`src/hw/rtl/fpr_pkg.sv`:
```
// Shared types and constants for the FTP passive-mode reply parser.
package fpr_pkg;

  localparam int unsigned PREFIX_LEN = 27;
  localparam int unsigned NUM_COUNT  = 6;
  localparam int unsigned POS_W      = 5;
  localparam int unsigned IDX_W      = 3;

  localparam logic [7:0] CHAR_CLOSE = 8'h29;
  localparam logic [7:0] CHAR_COMMA = 8'h2c;
  localparam logic [7:0] CHAR_ZERO  = 8'h30;
  localparam logic [7:0] CHAR_NINE  = 8'h39;

  localparam logic [7:0] PREFIX_CHARS [PREFIX_LEN] = '{
    "2", "2", "7", " ", "E", "n", "t", "e", "r", "i", "n", "g", " ",
    "P", "a", "s", "s", "i", "v", "e", " ", "M", "o", "d", "e", " ", "("
  };

  typedef enum logic [1:0] {
    PH_PREFIX = 2'd0,
    PH_BODY   = 2'd1,
    PH_DONE   = 2'd2
  } phase_e;

  typedef enum logic [2:0] {
    ST_OK         = 3'd0,
    ST_BAD_PREFIX = 3'd1,
    ST_INVALID    = 3'd2,
    ST_TOO_MANY   = 3'd3,
    ST_TOO_LONG   = 3'd4,
    ST_TOO_FEW    = 3'd5,
    ST_OVER       = 3'd6
  } status_e;

  typedef struct packed {
    logic [7:0] ch;
    logic       line_start;
  } fpr_item_t;

  typedef struct packed {
    status_e     status;
    logic [31:0] host_address;
    logic [15:0] port_number;
  } fpr_result_t;

  // Expected prefix character at a position; positions past the end give 8'h00.
  function automatic logic [7:0] prefix_char(input logic [POS_W-1:0] pos);
    logic [7:0] c;
    c = 8'd0;
    if (32'(pos) < PREFIX_LEN) begin
      c = PREFIX_CHARS[pos];
    end
    return c;
  endfunction

endpackage

```
`src/hw/rtl/fpr_in_stage.sv`:
```
// Input register stage: holds one character request for the parse logic.
module fpr_in_stage
  import fpr_pkg::*;
(
  input  logic      clk_i,
  input  logic      rst_ni,
  input  logic      in_valid_i,
  output logic      in_ready_o,
  input  logic [7:0] ch_i,
  input  logic      line_start_i,
  input  logic      advance_i,
  output logic      item_valid_o,
  output fpr_item_t item_o
);

  logic      valid_q, valid_d;
  fpr_item_t item_q;

  // A held character leaves in the same cycle that a new one may enter.
  assign in_ready_o = !valid_q || advance_i;

  always_comb begin
    valid_d = valid_q;
    if (in_valid_i && in_ready_o) begin
      valid_d = 1'b1;
    end else if (advance_i) begin
      valid_d = 1'b0;
    end
  end

  always_ff @(posedge clk_i or negedge rst_ni) begin
    if (!rst_ni) begin
      valid_q <= 1'b0;
    end else begin
      valid_q <= valid_d;
    end
  end

  always_ff @(posedge clk_i) begin
    if (in_valid_i && in_ready_o) begin
      item_q.ch         <= ch_i;
      item_q.line_start <= line_start_i;
    end
  end

  assign item_valid_o = valid_q;
  assign item_o       = item_q;

endmodule

```
`src/hw/rtl/fpr_core.sv`:
```
// Parse state and per-character next-state and result logic.
module fpr_core
  import fpr_pkg::*;
#(
  parameter int unsigned BodyLimit = 24
) (
  input  logic        clk_i,
  input  logic        rst_ni,
  input  logic        item_valid_i,
  input  fpr_item_t   item_i,
  input  logic        out_free_i,
  output logic        advance_o,
  output logic        res_valid_o,
  output fpr_result_t res_o
);

  localparam int unsigned CntW = $clog2(BodyLimit + 1);

  phase_e           phase_q, phase_d, phase_e_eff;
  logic [POS_W-1:0] pos_q, pos_d, pos_eff;
  logic [CntW-1:0]  cnt_q, cnt_d, cnt_eff;
  logic [IDX_W-1:0] idx_q, idx_d, idx_eff, idx_sel;
  logic [7:0]       num_q [NUM_COUNT];
  logic [7:0]       num_d [NUM_COUNT];
  logic [7:0]       num_eff [NUM_COUNT];
  logic [11:0]      acc;
  logic             hit;
  status_e          status;
  logic [7:0]       ch;

  assign ch = item_i.ch;

  // A line start clears the parse before the character itself is handled.
  always_comb begin
    phase_e_eff = phase_q;
    pos_eff     = pos_q;
    cnt_eff     = cnt_q;
    idx_eff     = idx_q;
    for (int i = 0; i < NUM_COUNT; i++) begin
      num_eff[i] = item_i.line_start ? 8'd0 : num_q[i];
    end
    if (item_i.line_start) begin
      phase_e_eff = PH_PREFIX;
      pos_eff     = '0;
      cnt_eff     = '0;
      idx_eff     = '0;
    end
  end

  assign idx_sel = (idx_eff >= IDX_W'(NUM_COUNT - 1)) ? IDX_W'(NUM_COUNT - 1) : idx_eff;
  assign acc     = ({4'd0, num_eff[idx_sel]} << 3) + ({4'd0, num_eff[idx_sel]} << 1)
                 + {8'd0, ch[3:0]};

  always_comb begin
    phase_d = phase_e_eff;
    pos_d   = pos_eff;
    cnt_d   = cnt_eff;
    idx_d   = idx_eff;
    num_d   = num_eff;
    hit     = 1'b0;
    status  = ST_OK;
    unique case (phase_e_eff)
      PH_PREFIX: begin
        if (32'(pos_eff) >= PREFIX_LEN || ch != prefix_char(pos_eff)) begin
          hit    = 1'b1;
          status = ST_BAD_PREFIX;
        end else begin
          pos_d = pos_eff + POS_W'(1);
          if (32'(pos_d) == PREFIX_LEN) begin
            phase_d = PH_BODY;
          end
        end
      end
      PH_BODY: begin
        priority if (ch == CHAR_CLOSE) begin
          hit    = 1'b1;
          status = (idx_eff == IDX_W'(NUM_COUNT - 1)) ? ST_OK : ST_TOO_FEW;
        end else if (cnt_eff >= CntW'(BodyLimit)) begin
          hit    = 1'b1;
          status = ST_TOO_LONG;
        end else begin
          cnt_d = cnt_eff + CntW'(1);
          priority if (ch >= CHAR_ZERO && ch <= CHAR_NINE) begin
            if (acc > 12'd255) begin
              hit    = 1'b1;
              status = ST_OVER;
            end else begin
              num_d[idx_sel] = acc[7:0];
            end
          end else if (ch == CHAR_COMMA) begin
            if (idx_sel >= IDX_W'(NUM_COUNT - 1)) begin
              hit    = 1'b1;
              status = ST_TOO_MANY;
            end else begin
              idx_d = idx_sel + IDX_W'(1);
            end
          end else begin
            hit    = 1'b1;
            status = ST_INVALID;
          end
        end
      end
      PH_DONE: begin
      end
      default: begin
      end
    endcase
    if (hit) begin
      phase_d = PH_DONE;
    end
  end

  // A character that yields no result never waits on the output side.
  assign advance_o   = item_valid_i && (!hit || out_free_i);
  assign res_valid_o = advance_o && hit;

  always_comb begin
    res_o.status       = status;
    res_o.host_address = '0;
    res_o.port_number  = '0;
    if (status == ST_OK) begin
      res_o.host_address = {num_eff[0], num_eff[1], num_eff[2], num_eff[3]};
      res_o.port_number  = {num_eff[4], num_eff[5]};
    end
  end

  always_ff @(posedge clk_i or negedge rst_ni) begin
    if (!rst_ni) begin
      phase_q <= PH_PREFIX;
      pos_q   <= '0;
      cnt_q   <= '0;
      idx_q   <= '0;
      for (int i = 0; i < NUM_COUNT; i++) begin
        num_q[i] <= 8'd0;
      end
    end else if (advance_o) begin
      phase_q <= phase_d;
      pos_q   <= pos_d;
      cnt_q   <= cnt_d;
      idx_q   <= idx_d;
      num_q   <= num_d;
    end
  end

  a_result_ends_line: assert property (@(posedge clk_i) disable iff (!rst_ni)
    res_valid_o |=> phase_q == PH_DONE)
    else $error("parse did not stop after a result");

  a_idx_range: assert property (@(posedge clk_i) disable iff (!rst_ni)
    idx_q <= IDX_W'(NUM_COUNT - 1))
    else $error("number index past the last number");

  a_pos_range: assert property (@(posedge clk_i) disable iff (!rst_ni)
    32'(pos_q) <= PREFIX_LEN)
    else $error("prefix position past the prefix");

  a_body_needs_prefix: assert property (@(posedge clk_i) disable iff (!rst_ni)
    phase_q == PH_BODY |-> 32'(pos_q) == PREFIX_LEN)
    else $error("body phase entered without a full prefix");

endmodule

```
`src/hw/rtl/fpr_out_stage.sv`:
```
// Result register: holds one finished result until it is taken.
module fpr_out_stage
  import fpr_pkg::*;
(
  input  logic        clk_i,
  input  logic        rst_ni,
  input  logic        load_i,
  input  fpr_result_t res_i,
  output logic        out_free_o,
  output logic        out_valid_o,
  input  logic        out_ready_i,
  output logic [2:0]  status_o,
  output logic [31:0] host_address_o,
  output logic [15:0] port_number_o
);

  logic        valid_q, valid_d;
  fpr_result_t res_q;

  assign out_free_o = !valid_q || out_ready_i;

  always_comb begin
    valid_d = valid_q;
    if (load_i) begin
      valid_d = 1'b1;
    end else if (out_ready_i) begin
      valid_d = 1'b0;
    end
  end

  always_ff @(posedge clk_i or negedge rst_ni) begin
    if (!rst_ni) begin
      valid_q <= 1'b0;
    end else begin
      valid_q <= valid_d;
    end
  end

  always_ff @(posedge clk_i) begin
    if (load_i) begin
      res_q <= res_i;
    end
  end

  assign out_valid_o    = valid_q;
  assign status_o       = res_q.status;
  assign host_address_o = res_q.host_address;
  assign port_number_o  = res_q.port_number;

endmodule

```
`src/hw/rtl/ftp_passive_reply_parser_top.sv`:
```
// Top level of the FTP passive-mode reply parser.
//
//   Channel  Direction  Handshake               Payload
//   in       input      in_valid_i/in_ready_o   ch_i, line_start_i
//   out      output     out_valid_o/out_ready_i status_o, host_address_o, port_number_o
//
// One character is accepted per cycle unless a stall holds it; a character is parsed in
// the cycle after it is accepted, and its result, if any, goes to the result register.
// Reset clears the parse state to the start of a prefix and empties both registers.
// A result waiting on the output stalls only a character that itself gives a result;
// characters that give none keep flowing.
module ftp_passive_reply_parser_top
  import fpr_pkg::*;
#(
  parameter int unsigned BodyLimit = 24
) (
  input  logic        clk_i,
  input  logic        rst_ni,
  input  logic        in_valid_i,
  output logic        in_ready_o,
  input  logic [7:0]  ch_i,
  input  logic        line_start_i,
  output logic        out_valid_o,
  input  logic        out_ready_i,
  output logic [2:0]  status_o,
  output logic [31:0] host_address_o,
  output logic [15:0] port_number_o
);

  logic        advance;
  logic        item_valid;
  fpr_item_t   item;
  logic        out_free;
  logic        res_valid;
  fpr_result_t res;

  fpr_in_stage u_in_stage (
    .clk_i        (clk_i),
    .rst_ni       (rst_ni),
    .in_valid_i   (in_valid_i),
    .in_ready_o   (in_ready_o),
    .ch_i         (ch_i),
    .line_start_i (line_start_i),
    .advance_i    (advance),
    .item_valid_o (item_valid),
    .item_o       (item)
  );

  fpr_core #(
    .BodyLimit (BodyLimit)
  ) u_core (
    .clk_i        (clk_i),
    .rst_ni       (rst_ni),
    .item_valid_i (item_valid),
    .item_i       (item),
    .out_free_i   (out_free),
    .advance_o    (advance),
    .res_valid_o  (res_valid),
    .res_o        (res)
  );

  fpr_out_stage u_out_stage (
    .clk_i          (clk_i),
    .rst_ni         (rst_ni),
    .load_i         (res_valid),
    .res_i          (res),
    .out_free_o     (out_free),
    .out_valid_o    (out_valid_o),
    .out_ready_i    (out_ready_i),
    .status_o       (status_o),
    .host_address_o (host_address_o),
    .port_number_o  (port_number_o)
  );

endmodule

```
`config.mk`:
```
export PLATFORM = sky130hd
export DESIGN_NAME = ftp_passive_reply_parser_top
export DESIGN_NICKNAME = d
export VERILOG_FILES = /design/src/hw/rtl/fpr_pkg.sv /design/src/hw/rtl/fpr_in_stage.sv /design/src/hw/rtl/fpr_core.sv /design/src/hw/rtl/fpr_out_stage.sv /design/src/hw/rtl/ftp_passive_reply_parser_top.sv
export SDC_FILE = /design/constraint.sdc
export NUM_CORES = 1
export LEC_CHECK = 0
export BUFFER_PORTS_ARGS = -buffer_cell sky130_fd_sc_hd__buf_4
export CAP_MARGIN = 20
export CORE_UTILIZATION = 60
export DETAILED_ROUTE_END_ITERATION = 6
export PLACE_DENSITY_LB_ADDON = 0.3
export SYNTH_ARGS = -nofsm -noshare
export SYNTH_HDL_FRONTEND = slang
export SYNTH_SLANG_ARGS = --single-unit
```
`constraint.sdc`:
```
create_clock -name clk_i -period 8.7 [get_ports clk_i]
set_clock_uncertainty 0.2 [all_clocks]
set_input_delay 0.435 -clock clk_i [delete_from_list [all_inputs] [get_ports clk_i]]
set_output_delay 0.435 -clock clk_i [all_outputs]
set_load 0.005 [all_outputs]
```
# ---- Yosys cells after proc, flatten, opt, wreduce, memory -nomap -nowiden
# Memory sizes are Yosys's and may differ from the RTL's.
# Index checks and enable logic that the tools add are counted.
dict set report totals {
  mem_count 1
  rom_bits 256
  ff_bits 125
  latch_bits 0
  out_inout_bits 53
  ram_bits 0
  wordCells 120
}
dict set report classes {
  n_lt_le_gt_ge 11
  n_bitwise 2
  addsub 5
  shifts 0
  n_div 0
  mul 0
  muxes 62
  n_reduce_logical 16
  eq_ne 6
}
# memory words word_bits rd rd_ports_with_merged_regs write_ports line
set memory_table {}
lappend memory_table {{(no name shown)} 32 8 1 0 0 fpr_pkg.sv:51} ;# c = PREFIX_CHARS[pos];
# cell n
set op_table {}
lappend op_table {{$mux 48} 5}
lappend op_table {{$mux 8} 13}
lappend op_table {{$bwmux 48} 1}
lappend op_table {{$mux 3} 13}
lappend op_table {{$mux 5} 7}
lappend op_table {{$bmux 8 s3} 1}
lappend op_table {{$demux 8 s3} 1}
lappend op_table {{$eq 8x6->1 const B} 2}
lappend op_table {{$mux 2} 7}
lappend op_table {{$add 11x9->12} 1}
lappend op_table {{$add 12x4->12} 1}
lappend op_table {{$gt 12x8->1 const B} 1}
lappend op_table {{$mux 1} 12}
lappend op_table {{$add 5x1->5 const B} 2}
lappend op_table {{$ge 5x5->1 const B} 2}
lappend op_table {{$ge 8x6->1 const B} 1}
lappend op_table {{$le 8x6->1 const B} 1}
lappend op_table {{$ne 8x8->1} 1}
lappend op_table {{$ge 3x3->1 const B} 2}
lappend op_table {{$ge 6x6->1 const B} 1}
lappend op_table {{$not 5->6} 1}
lappend op_table {{$pmux 3 s2} 1}
lappend op_table {{$eq 5x5->1 const B} 1}
lappend op_table {{$logic_and 1x1->1} 5}
lappend op_table {{13 further kinds} 19}

# ---- Longest topological paths before layout
# Gate-level depths: netlist of the first run.
dict set report logic_depth {
  depth_word 21
  ltp_mapped 21
}

# ---- Cells and area by module
# From an unflattened synthesis of the first run, not the netlist that was laid out.
dict set report hier_totals {
  cells_unflattened 584
  area_unflattened_um2 6792.8
}
# mod instances cells_each area_each_um2 seq_area_each_um2
set by_module_without_submodules {}
lappend by_module_without_submodules {fpr_core 1 517 4889.7 1576.5}
lappend by_module_without_submodules {fpr_out_stage 1 54 1579.0 1556.5}
lappend by_module_without_submodules {fpr_in_stage 1 13 324.1 295.3}

# ---- Least setup slack after synthesis of the first run
# OpenSTA, ideal clock, no wires.
dict set report synth_path {
  path_kind {register -> register}
  startpoint {register u_core.idx_q[2]}
  endpoint {register u_out_stage.res_q (netlist bit u_out_stage.host_address_o[0]) (enable)}
  setup_slack_ps 2094
  arrival_time_ps 5947
  required_ps 8040
  path_stages_with_launch 19
  setup_ps 460
  n_path_buf 2
  cell_sequence {dfrtp_1 clkbuf_1 a21oi_1 nor2_1 clkbuf_1 mux2i_1 o21ai_0 fa_1 inv_1 fa_1 nor2b_1 o2111ai_1 nand4b_1 o31a_1 o31ai_4 nand2_1 a22o_1 nand2_1 nor2_1}
}
dict set report synth_between {
  elab_chain_cells 19
}
# item line
set synth_rtl {}
lappend synth_rtl {{start: declaration} fpr_core.sv:22} ;# logic [IDX_W-1:0] idx_q, idx_d, idx_eff, idx_sel;
lappend synth_rtl {{start signal: assignment} fpr_core.sv:140} ;# idx_q <= idx_d;
lappend synth_rtl {{$mux 3 (*)} fpr_core.sv:42} ;# if (item_i.line_start) begin
lappend synth_rtl {{$ge 3x3->1} fpr_core.sv:50} ;# assign idx_sel = (idx_eff >= IDX_W'(NUM_COUNT - 1)) ? IDX_W'(NUM_COUNT - 1) : idx_eff;
lappend synth_rtl {{$mux 3 (*)} fpr_core.sv:50}
lappend synth_rtl {{$not 3->4 (implied by the code)} fpr_core.sv:51} ;# assign acc = ({4'd0, num_eff[idx_sel]} << 3) + ({4'd0, num_eff[idx_sel]} << 1)
lappend synth_rtl {{$bmux 8 s3} fpr_core.sv:51}
lappend synth_rtl {{$mux 8 (implied by the code) (2 in series)} fpr_core.sv:51}
lappend synth_rtl {{$add 11x9->12} fpr_core.sv:51}
lappend synth_rtl {{$add 12x4->12} fpr_core.sv:52} ;# + {8'd0, ch[3:0]};
lappend synth_rtl {{(+3 left out)} -}
lappend synth_rtl {{$mux 1 (*)} fpr_core.sv:78} ;# end else if (cnt_eff >= CntW'(BodyLimit)) begin
lappend synth_rtl {{$mux 1 (*)} fpr_core.sv:75} ;# priority if (ch == CHAR_CLOSE) begin
lappend synth_rtl {{$pmux 1 s2 (*)} fpr_core.sv:62} ;# unique case (phase_e_eff)
lappend synth_rtl {{$logic_not 1->1} fpr_core.sv:114} ;# assign advance_o = item_valid_i && (!hit || out_free_i);
lappend synth_rtl {{$logic_or 1x1->1} fpr_core.sv:114}
lappend synth_rtl {{$logic_and 1x1->1} fpr_core.sv:114}
lappend synth_rtl {{$logic_and 1x1->1 (*)} fpr_core.sv:115} ;# assign res_valid_o = advance_o && hit;
lappend synth_rtl {{via res_valid} ftp_passive_reply_parser_top.sv:34} ;# logic res_valid;
lappend synth_rtl {{end signal: assignment} fpr_out_stage.sv:41} ;# res_q <= res_i;
lappend synth_rtl {{end: declaration} fpr_out_stage.sv:18} ;# fpr_result_t res_q;
# Mark *: on every way through the listed nets, which the timed path passes. The rest lies on a longest branch. The select of a mux whose other input is x is not followed.
# A chain may end at the register's enable or synchronous reset.

# ---- Final worst setup path of the first run
dict set report layout_path {
  startpoint {register u_core.idx_q[0]}
  endpoint {register u_core.num_q[35] (netlist bit)}
}
dict set report layout_between {
  elab_chain_cells 18
}
# item line
set layout_rtl {}
lappend layout_rtl {{$mux 3 (*)} fpr_core.sv:42}
lappend layout_rtl {{$ge 3x3->1} fpr_core.sv:50}
lappend layout_rtl {{$mux 3 (*)} fpr_core.sv:50}
lappend layout_rtl {{$not 3->4 (implied by the code)} {fpr_core.sv:51, fpr_core.sv:88}}
lappend layout_rtl {{$bmux 8 s3} fpr_core.sv:51}
lappend layout_rtl {{$mux 8 (implied by the code) (2 in series)} fpr_core.sv:51}
lappend layout_rtl {{$add 11x9->12} fpr_core.sv:51}
lappend layout_rtl {{$add 12x4->12} fpr_core.sv:52}
lappend layout_rtl {{$gt 12x8->1} fpr_core.sv:84} ;# if (acc > 12'd255) begin
lappend layout_rtl {{$mux 1} fpr_core.sv:84}
lappend layout_rtl {{$mux 1} fpr_core.sv:83} ;# priority if (ch >= CHAR_ZERO && ch <= CHAR_NINE) begin
lappend layout_rtl {{$mux 1} fpr_core.sv:78}
lappend layout_rtl {{$mux 1} fpr_core.sv:75}
lappend layout_rtl {{$pmux 1 s2} fpr_core.sv:62}
lappend layout_rtl {{$logic_not 1->1} fpr_core.sv:114}
lappend layout_rtl {{$logic_or 1x1->1} fpr_core.sv:114}
lappend layout_rtl {{$logic_and 1x1->1} fpr_core.sv:114}
lappend layout_rtl {{end signal: assignment} fpr_core.sv:141} ;# num_q <= num_d;
lappend layout_rtl {{end: declaration} fpr_core.sv:23} ;# logic [7:0] num_q [NUM_COUNT];
# Every way passes the cells marked *; elsewhere a longest branch is shown, timed or not. The select of a mux whose other input is x is not followed.

==> results.yml, run 1 <==
final_layout:
  antenna_cells: 0
  final_util_pct: 72.7
  fin_area_um2: 7920
  final_common_cell: "buf_4"
  syn_to_final_growth_pct: 18.0
  drive_gt1_share_pct: 18.9
  fin_nets: 692
  final_cell_mix: "buf_4, dfrtp_1, edfxtp_1"
worst_setup_path:
  path_cells: "a21oi_1, nor2_1, buf_4, mux2i_1, o22a_1, o21ai_0, fa_1, inv_1, fa_1, nor2b_1, o21a_1, o2111ai_1, o31a_1, o31ai_4, a211oi_2, nor3_4, buf_4, o21ai_1, a22o_1"
  cp_num_buf_inv: 3
  worst_path_max_delay_cell: "dfrtp_1"
  critPathTopFamily: "compound AO/OA/AOI/OAI gates"
  cp.arrival_ns: 6.54
  rr_endpoint: "u_core.num_q[35]"
  critPathKind: "reg2reg"
  cpPeakStageDelay_ns: 0.84
  crit_path_end_kind: "flip-flop"
  crit_required_ns: 8.92
  r2r_start: "u_core.idx_q[0]"
  r2r_cells: 19
  r2r_slack_ns: 2.38
  crit_fanout: 24
  worstSetupStartpointType: "flip-flop"
synthesis:
  syn-num-nets: 625
  yosysWarnings: 0
  synth_flop_cell: "dfrtp_1"
  yosys-mux-area-fraction_pct: 4.05
  ys_seq_area_share_pct: 51.1
  synth_top_family_by_area: "compound AO/OA/AOI/OAI gates"
  synth_edf_count: 60
  syn_area_per_cell_um2: 11.4
  yosys.area_share.simple_pct: 17.0
  synth_xor_area_share_pct: 1.44
  async_flop_share_pct: 52.0
  synth_compound_area_share_pct: 17.4
  synth-seq-cells: 125
  synthesis.area_um2: 6710
  synth.distinct_cells: 80
  syn_inst: 587
  synth_fa_ha_area_share_pct: 4.89
sta:
  relSlewSlack_pct: 39.6
  fmax_ghz: 0.158
  slew_violations: 0
  setup_violations: 0
  period_minus_slack_ns: 6.32
  finalHoldViolations: 0
  tightest_slew_ns: 0.899
  grt_setup_unrepaired: "false"
  timing.final.crit_share_pct: 72.6
  setup_tns_ns: 0
clocking:
  cts_resized: 0
  post_cts_buffers: 0
  clockRootBuffer: "clkbuf_8"
  clock_latency_ns: 0.53
  clockBufferDepth: 2
  hold_buffers: 11
  cts_tree: "done"
  cts_buffers: 17
  cts_sinks: 125
  htree_levels: 4
  clkTransAtPathRegs_ns: 0.06
detailed_routing:
  vias_per_cell: 6.37
  ant_nets: 0
  routedWlPerCell_um: 20.4
  via_count: 5138
  firstDrtPassIters: 5
  drc: 0
  drt_wl_total_um: 16400
  drt_iter0_markers: 413
die:
  placementRows: 38
  fp.dieArea_um2: 11600
  die_x_um: 108
  coreArea_um2: 10900
  dieHeight_um: 108
  ioPinCount: 66
  start_util_pct: 61.6
min_path:
  holdPathEnd: "u_out_stage.out_valid_o"
  hold_depth: 3
  holdCritPathClass: "in2reg"
  min_from: "out_ready_i"
pwr:
  p_leak_nw: 3.30
  power_mw: 1.54
  powerDensity_nw_per_um2: 195
  ir_worst_vdd_v: 0.000152
grt:
  antenna_found_initial: 0
  grt_pass1_wl_um: 26200
  grt_remaining_overflow: 0
  grt_max_degree: 66
  grt_pass1_vias: 4949
  grt_usage_pct: 30.6
place:
  dpl.hpwl_um: 11200
  routabilityCongestion: 0.933
  portBuffers: 65
  post_dp_cell_area_um2: 7220
job:
  max-cap-violations: 0
status:
  status: "completed"
## worst max-delay path by stage
stage	startpoint	to	slack, ns	depth (start not counted)
2_1_floorplan	u_core.idx_q[2]	u_out_stage.host_address_o[0]	2.09	18
3_3_place_gp	u_core.idx_q[0]	u_core.num_q[32]	2.67	19
3_5_place_dp	u_core.idx_q[0]	u_core.num_q[35]	2.54	19
4_1_cts	u_core.idx_q[0]	u_core.num_q[35]	2.47	19
5_1_grt	u_core.idx_q[0]	u_core.num_q[32]	2.03	19
6_report	u_core.idx_q[0]	u_core.num_q[35]	2.38	19
## worst min-delay path, cell delays in order
cell and delay, ns:
buf_4 0.08, nand2b_1 0.20, nand2_1 0.07
## cell families (layout without fill, tap and decap cells)
family | Yosys count | in the layout
DFF | 125 | 125
adders and majority gates | 25 | 25
muxes | 27 | 27
xor gates and xnor gates | 11 | 11
buffers and inverters | 53 | 133
AOI/OAI and AO/OA | 150 | 150
and+or+nand+nor | 196 | 196
## metal layers
layer | part of all wire (%) | vias to the layer above | track usage, %
li1 | - | 2326 | -
met1 | 42 | 2502 | 40.8
met2 | 48 | 268 | 48.4
met3 | 7.7 | 42 | 7.08
met4 | 2.6 | 0 | 12.2
met5 | 0 | - | 0
## registers in the layout (all words and copies together) (netlist names)
| register | cells |
|---|---|
| u_core.num_q | 48 |
| u_out_stage.host_address_o | 32 |
| u_out_stage.port_number_o | 16 |
| u_in_stage.item_o | 9 |
| u_core.cnt_q | 5 |
| u_core.pos_q | 5 |
| u_core.idx_q | 3 |
| u_out_stage.status_o | 3 |
| u_core.phase_q | 2 |
| u_in_stage.item_valid_o | 1 |
| u_out_stage.out_valid_o | 1 |
## layout make-up
cell class,instances,area (um2)
clock inverter,14,159
tap,140,175
clock buffer,18,428
timing repair buffer,81,636
fill,739,2970
sequential,125,3430
inverter,20,75.1
multi-input combinational,409,3010
## synth_stat cells (all sizes together) (4+ instances only)
cell type	count	share of area (%)
a211oi	4	0.52
a21oi	19	1.5
a22o	51	6.7
a22oi	4	0.45
a31oi	4	0.37
and2	57	5.3
and3	13	1.2
buf	21	2.2
clkbuf	12	0.71
dfrtp	65	24
edfxtp	60	27
ha	23	4.3
inv	19	1.1
mux2i	26	3.9
nand2	34	1.9
nand2b	11	1.1
nand3	15	1.2
nor2	31	1.7
nor2b	8	0.75
nor3	6	0.76
nor4	7	1.3
o21a	4	0.45
o21ai	24	2.0
o22ai	4	0.37
o2bb2ai	4	0.62
xnor2	8	1.0
## stage by stage
| stage | instances | setup WS, ns | hold WS, ns |
|---|---|---|---|
| after floorplan | 587 | 2.09 | -0.0606 |
| after global placement | 764 | 2.67 | 0.288 |
| after detailed placement | 764 | 2.54 | 0.291 |
| after CTS | 807 | 2.47 | 0.0909 |
| after global routing | 807 | 2.03 | 0.100 |
| final | 807 | 2.38 | 0.101 |
## where the power goes
group | internal [mW] | total [mW] | switching, mW
clock network | 0.420 | 0.696 | 0.276
registers | 0.654 | 0.682 | 0.0282
logic | 0.0676 | 0.161 | 0.0938
total | 1.14 | 1.54 | 0.398
(Power assumes the default switching activity.)
==> run 2, diff against run 1 <==
Settings changed: CORE_UTILIZATION 60 to 54.
Clock period 8.7 ns to 5.8 ns, I/O delays scaled along.
==> run 2 against run 1 <==
  * Non-clock buffer count grew 5
  * Critical endpoint unchanged
  * Count of clock-buffer cells in the layout fell by 1
  * Clock power grew 59%
  * Die area rose by 11%
  * Power rose by 54%
  * Combinational power up 53%
  * Sequential power increased by 50%
  * Via count is 2.5% lower
  * Design area rose by 1.5%
==> results.yml, run 2 (synthesis results as in run 1) <==
worst_setup_path:
  worst_path_max_delay_cell: "fa_1"
  cp.arrival_ns: 5.44
  r2r_start: "u_core.idx_q[2]"
  worstSetupStartpointType: "flip-flop"
  crit_fanout: 17
  crit_required_ns: 5.91
  path_cells: "a21oi_1, nor2_1, buf_4, mux2i_1, o21ai_0, fa_1, inv_1, fa_1, nor2b_1, o21a_1, o2111ai_1, o31a_1, o31ai_4, a211oi_2, nor3_4, o21ai_1, a22o_1"
  critPathKind: "reg2reg"
  cpPeakStageDelay_ns: 0.58
  crit_path_end_kind: "flip-flop"
  cp-startpoint: "u_core.idx_q[2]"
  path_common_cell: "fa_1"
final_layout:
  regMostFlops: "u_core.num_q"
  fin_area_um2: 8030
  antenna_cells: 0
  final_cell_mix: "buf_4, dfrtp_1, edfxtp_1"
  final_common_cell: "buf_4"
  syn_to_final_growth_pct: 19.8
  drive_gt1_share_pct: 19.5
  largest_reg_flops: 48
  fin_nets: 697
place:
  portBuffers: 65
  post_dp_cell_area_um2: 7300
  routabilityCongestion: 0.951
  dpl.hpwl_um: 11000
detailed_routing:
  drt_wl_total_um: 15800
  routedWlPerCell_um: 18.8
  ant_nets: 0
  drc: 0
  firstDrtPassIters: 5
  drt_iter0_markers: 363
  vias_per_cell: 5.96
  via_count: 5007
die:
  ioPinCount: 66
  fp.dieArea_um2: 12900
  placementRows: 40
  die_x_um: 113
  start_util_pct: 55.6
  dieHeight_um: 113
  coreArea_um2: 12100
pwr:
  p_leak_nw: 3.36
  ir_worst_vdd_v: 0.000141
  powerDensity_nw_per_um2: 296
clocking:
  clockRootBuffer: "clkbuf_16"
  cts_resized: 0
  post_cts_buffers: 0
  hold_buffers: 11
  htree_levels: 4
  cts_sinks: 125
  cts_tree: "done"
  clock_latency_ns: 0.43
  clkTransAtPathRegs_ns: 0.06
  cts_buffers: 17
  clockBufferDepth: 2
sta:
  relSlewSlack_pct: 45.3
  fmax_ghz: 0.188
  slew_violations: 0
  finalHoldViolations: 0
  grt_setup_unrepaired: "false"
  timing.final.crit_share_pct: 91.9
  period_minus_slack_ns: 5.33
  setup_tns_ns: 0
  tightest_slew_ns: 0.821
  setup_violations: 0
status:
  status: "completed"
min_path:
  min_from: "out_ready_i"
  holdCritPathClass: "in2reg"
grt:
  grt_max_degree: 66
  grt_pass1_vias: 4891
  grt_usage_pct: 26.4
  grt_remaining_overflow: 0
  antenna_found_initial: 0
  grt_pass1_wl_um: 25900
job:
  max-cap-violations: 0
==> run 2: cell types whose count changed in the layout (fill, tap and decap cells not counted) <==
cell        previous run  this run
clkinv_4               3         1
clkbuf_16             16        17
inv_8                  1         0
clkinv_2               1         5
clkbuf_8               2         0
clkinvlp_4             4         3
buf_12                 0         1
bufinv_16              2         4
inv_6                  3         2
buf_4                 70        74
==> run 2: worst max-delay path, delay by kind of cell (launching register included) <==
kind	cells	cell delay, ns
AOI/OAI and AO/OA	9	2.06
adders and majority gates	2	1.04
and+or+nand+nor	3	0.86
DFF	1	0.54
buffers and inverters	2	0.32
muxes	1	0.20
==> run 2: metrics by stage <==
step           instances  power (mW)  hold slack (ns)  worst slack [ns]  util [%]
6_report             840        2.38           0.0581             0.470      66.6
5_1_grt              840        2.46           0.0598             0.128      66.6
4_1_cts              840        2.39           0.0436             0.540      66.6
3_5_place_dp         797        1.28            0.237             0.573      60.5
3_3_place_gp         797        1.27            0.219             0.738      60.5
2_1_floorplan        587        1.18           -0.206            0.0428         -
==> run 2: path summary, 6_finish.rpt <==
kind / to / slack (ns) / depth (start not counted)
max in group asynchronous: u_core.num_q[23] / 4.55 / 2
max: u_core.num_q[35] / 0.47 / 17
min: u_out_stage.out_valid_o / 0.06 / 3
min reg2reg: u_core.cnt_q[1] / 0.32 / 1
max reg2reg: u_core.num_q[35] / 0.47 / 17
min in group asynchronous: u_core.pos_q[0] / 0.31 / 2
==> run 2: layout make-up <==
cell class | instances | area (um2)
Fill cell | 898 | 4030
Sequential cell | 125 | 3430
Multi-Input combinational cell | 409 | 3010
Timing Repair Buffer | 86 | 686
Clock buffer | 17 | 425
Tap cell | 168 | 210
Clock inverter | 15 | 194
Inverter | 20 | 75.1
==> run 2: metal layers <==
metal  share of wire (%)  global-route usage, %
met1                  45                   36.8
met2                  48                   41.6
met3                 5.3                   5.26
met4                 1.5                   8.86
met5                   0                      0
==> run 2: report_power, final <==
group / switching, mW / internal (mW) / total (mW)
combinational: 0.141 / 0.105 / 0.246
clock: 0.390 / 0.716 / 1.11
sequential: 0.0415 / 0.982 / 1.02
total: 0.572 / 1.80 / 2.38
==> run 3, diff against run 2 <==
Settings changed: CORE_UTILIZATION 54 to 60, CTS_CLUSTER_DIAMETER set to 150.
Clock period 5.8 ns to 5.7 ns, I/O delays scaled along.
==> run 3 against run 2 <==
  * Hold slack gained 0.12 ns
  * Critical path type unchanged
  * Maximum frequency shrank 1.8%
  * Critical endpoint is now u_core.num_q[9]
  * Largest cell class unchanged
  * First-iteration DRC count grew 31%
  * Register-to-register slack lost 0.20 ns
  * Power grew 0.56%
==> results.yml, run 3 (synthesis results as in run 1) <==
final_layout:
  regMostFlops: "u_core.num_q"
  syn_to_final_growth_pct: 20.7
  antenna_cells: 0
  drive_gt1_share_pct: 20.7
  fin_nets: 711
  final_cell_mix: "buf_4, dfrtp_1, edfxtp_1"
  largest_reg_flops: 48
  final_common_cell: "buf_4"
detailed_routing:
  routedWlPerCell_um: 20.3
  vias_per_cell: 6.49
  ant_nets: 0
  drt_iter0_markers: 475
  drc: 0
  firstDrtPassIters: 5
  drt_wl_total_um: 16800
  via_count: 5362
worst_setup_path:
  cpPeakStageDelay_ns: 0.67
  cp.arrival_ns: 5.68
  r2r_start: "u_core.idx_q[2]"
  crit_required_ns: 5.95
  critPathKind: "reg2reg"
  path_common_cell: "fa_1"
  worstSetupStartpointType: "flip-flop"
  r2r_slack_ns: 0.27
  crit_fanout: 13
  rr_endpoint: "u_core.num_q[9]"
  path_cells: "a21oi_1, nor2_1, buf_4, mux2i_1, o21ai_0, fa_1, inv_1, fa_1, nor2b_1, o21a_1, o2111ai_1, o31a_1, nor4_4, nand3_1, nor4_1, a22o_1"
  worst_path_max_delay_cell: "nor4_1"
  crit_path_end_kind: "flip-flop"
  r2r_cells: 16
sta:
  tightest_slew_ns: 0.858
  period_minus_slack_ns: 5.43
  fmax_ghz: 0.184
  relSlewSlack_pct: 42.3
  finalHoldViolations: 0
  setup_tns_ns: 0
  setup_violations: 0
  grt_setup_unrepaired: "false"
  timing.final.crit_share_pct: 95.2
  holdWs_ns: 0.176
  setup_ws_ns: 0.273
  slew_violations: 0
pwr:
  seq_power_share_pct: 43.5
  p_comb_share_pct: 11.5
  powerDensity_nw_per_um2: 295
  power_switching_uw: 587
  ir_worst_vdd_v: 0.000164
  p_leak_nw: 3.42
  clkPwrFrac_pct: 44.9
  intPower_mw: 1.80
  p_sw_share_pct: 24.6
place:
  routabilityCongestion: 0.974
  portBuffers: 65
  pre_cts_slack_ns: 0.345
  dpl.hpwl_um: 11300
clocking:
  clockBufferDepth: 2
  cts_resized: 0
  cts_sinks: 125
  htree_levels: 4
  clockRootBuffer: "clkbuf_8"
  cts_tree: "done"
  clock_latency_ns: 0.53
  cts_buffers: 17
  clkTransAtPathRegs_ns: 0.06
grt:
  grt_remaining_overflow: 0
  grt_pass1_vias: 5056
  grt_usage_pct: 30.5
  grt_pass1_wl_um: 26400
  grt_max_degree: 66
  antenna_found_initial: 0
die:
  die_x_um: 108
  placementRows: 38
  coreArea_um2: 10900
  ioPinCount: 66
  fp.dieArea_um2: 11600
  start_util_pct: 61.6
  dieHeight_um: 108
job:
  max-cap-violations: 0
status:
  status: "completed"
min_path:
  holdCritPathClass: "in2async"
==> run 3: what timing repair did <==
| action | in CTS | in global routing |
|---|---|---|
| endpoints found under the hold margin | 76 | 0 |
| hold buffers | 13 | 0 |
| setup endpoints to repair | 0 | 60 |
| setup buffers | 0 | 11 |
==> run 3: per-layer routing <==
| layer | GRT usage [%] | routed length [um] | vias to the layer above |
|---|---|---|---|
| li1 | - | - | 2356 |
| met1 | 39.2 | 6590 | 2574 |
| met2 | 49.7 | 7970 | 353 |
| met3 | 7.99 | 1580 | 79 |
| met4 | 11.2 | 670 | 0 |
| met5 | 0 | 0 | - |
==> run 3: metrics by stage <==
| stage | cell area [um2] | power [mW] | cells | util, % |
|---|---|---|---|---|
| after CTS | 7990 | 2.37 | 815 | 73.4 |
| after global routing | 8100 | 2.47 | 826 | 74.4 |
| after global placement | 7260 | 1.28 | 770 | 66.7 |
| after floorplan | 6710 | 1.20 | 587 | - |
| final | 8100 | 2.39 | 826 | 74.4 |
| after detailed placement | 7260 | 1.30 | 770 | 66.7 |
==> run 3: layout make-up <==
type | instances | area, um2
sequential | 125 | 3430
multi-input combinational | 409 | 3010
fill | 708 | 2790
timing repair buffer | 100 | 808
clock buffer | 19 | 432
tap | 140 | 175
clock inverter | 13 | 164
inverter | 20 | 75.1
==> run 3: power by group through the flow <==
stage / Combinational [mW] / Sequential [mW] / Clock (mW)
finish: 0.275 / 1.04 / 1.07
global route: 0.299 / 1.04 / 1.13
CTS: 0.253 / 1.04 / 1.08
detailed placement: 0.244 / 1.06 / 0
global placement: 0.232 / 1.05 / 0
floorplan: 0.162 / 1.04 / 0
==> run 3: worst max-delay path: cells and delay by family (launching register included) <==
family	cells	cell delay, ns
AO/OA/AOI/OAI	6	1.22
AND/OR/NAND/NOR	5	1.76
adder cells (fa/ha/maj)	2	1.03
multiplexers	1	0.19
buffers and inverters	2	0.33
flip-flops	1	0.62
==> run 3: worst max-delay path by stage <==
stage	from	to	slack (ns)
after floorplan	u_core.idx_q[2]	u_out_stage.host_address_o[0]	0.49
after global placement	u_core.idx_q[2]	u_out_stage.host_address_o[18]	0.55
after detailed placement	u_core.idx_q[2]	u_out_stage.host_address_o[17]	0.35
after CTS	u_core.idx_q[2]	u_out_stage.host_address_o[22]	0.24
after global routing	u_core.idx_q[2]	in_ready_o	0.02
final	u_core.idx_q[2]	u_core.num_q[9]	0.27
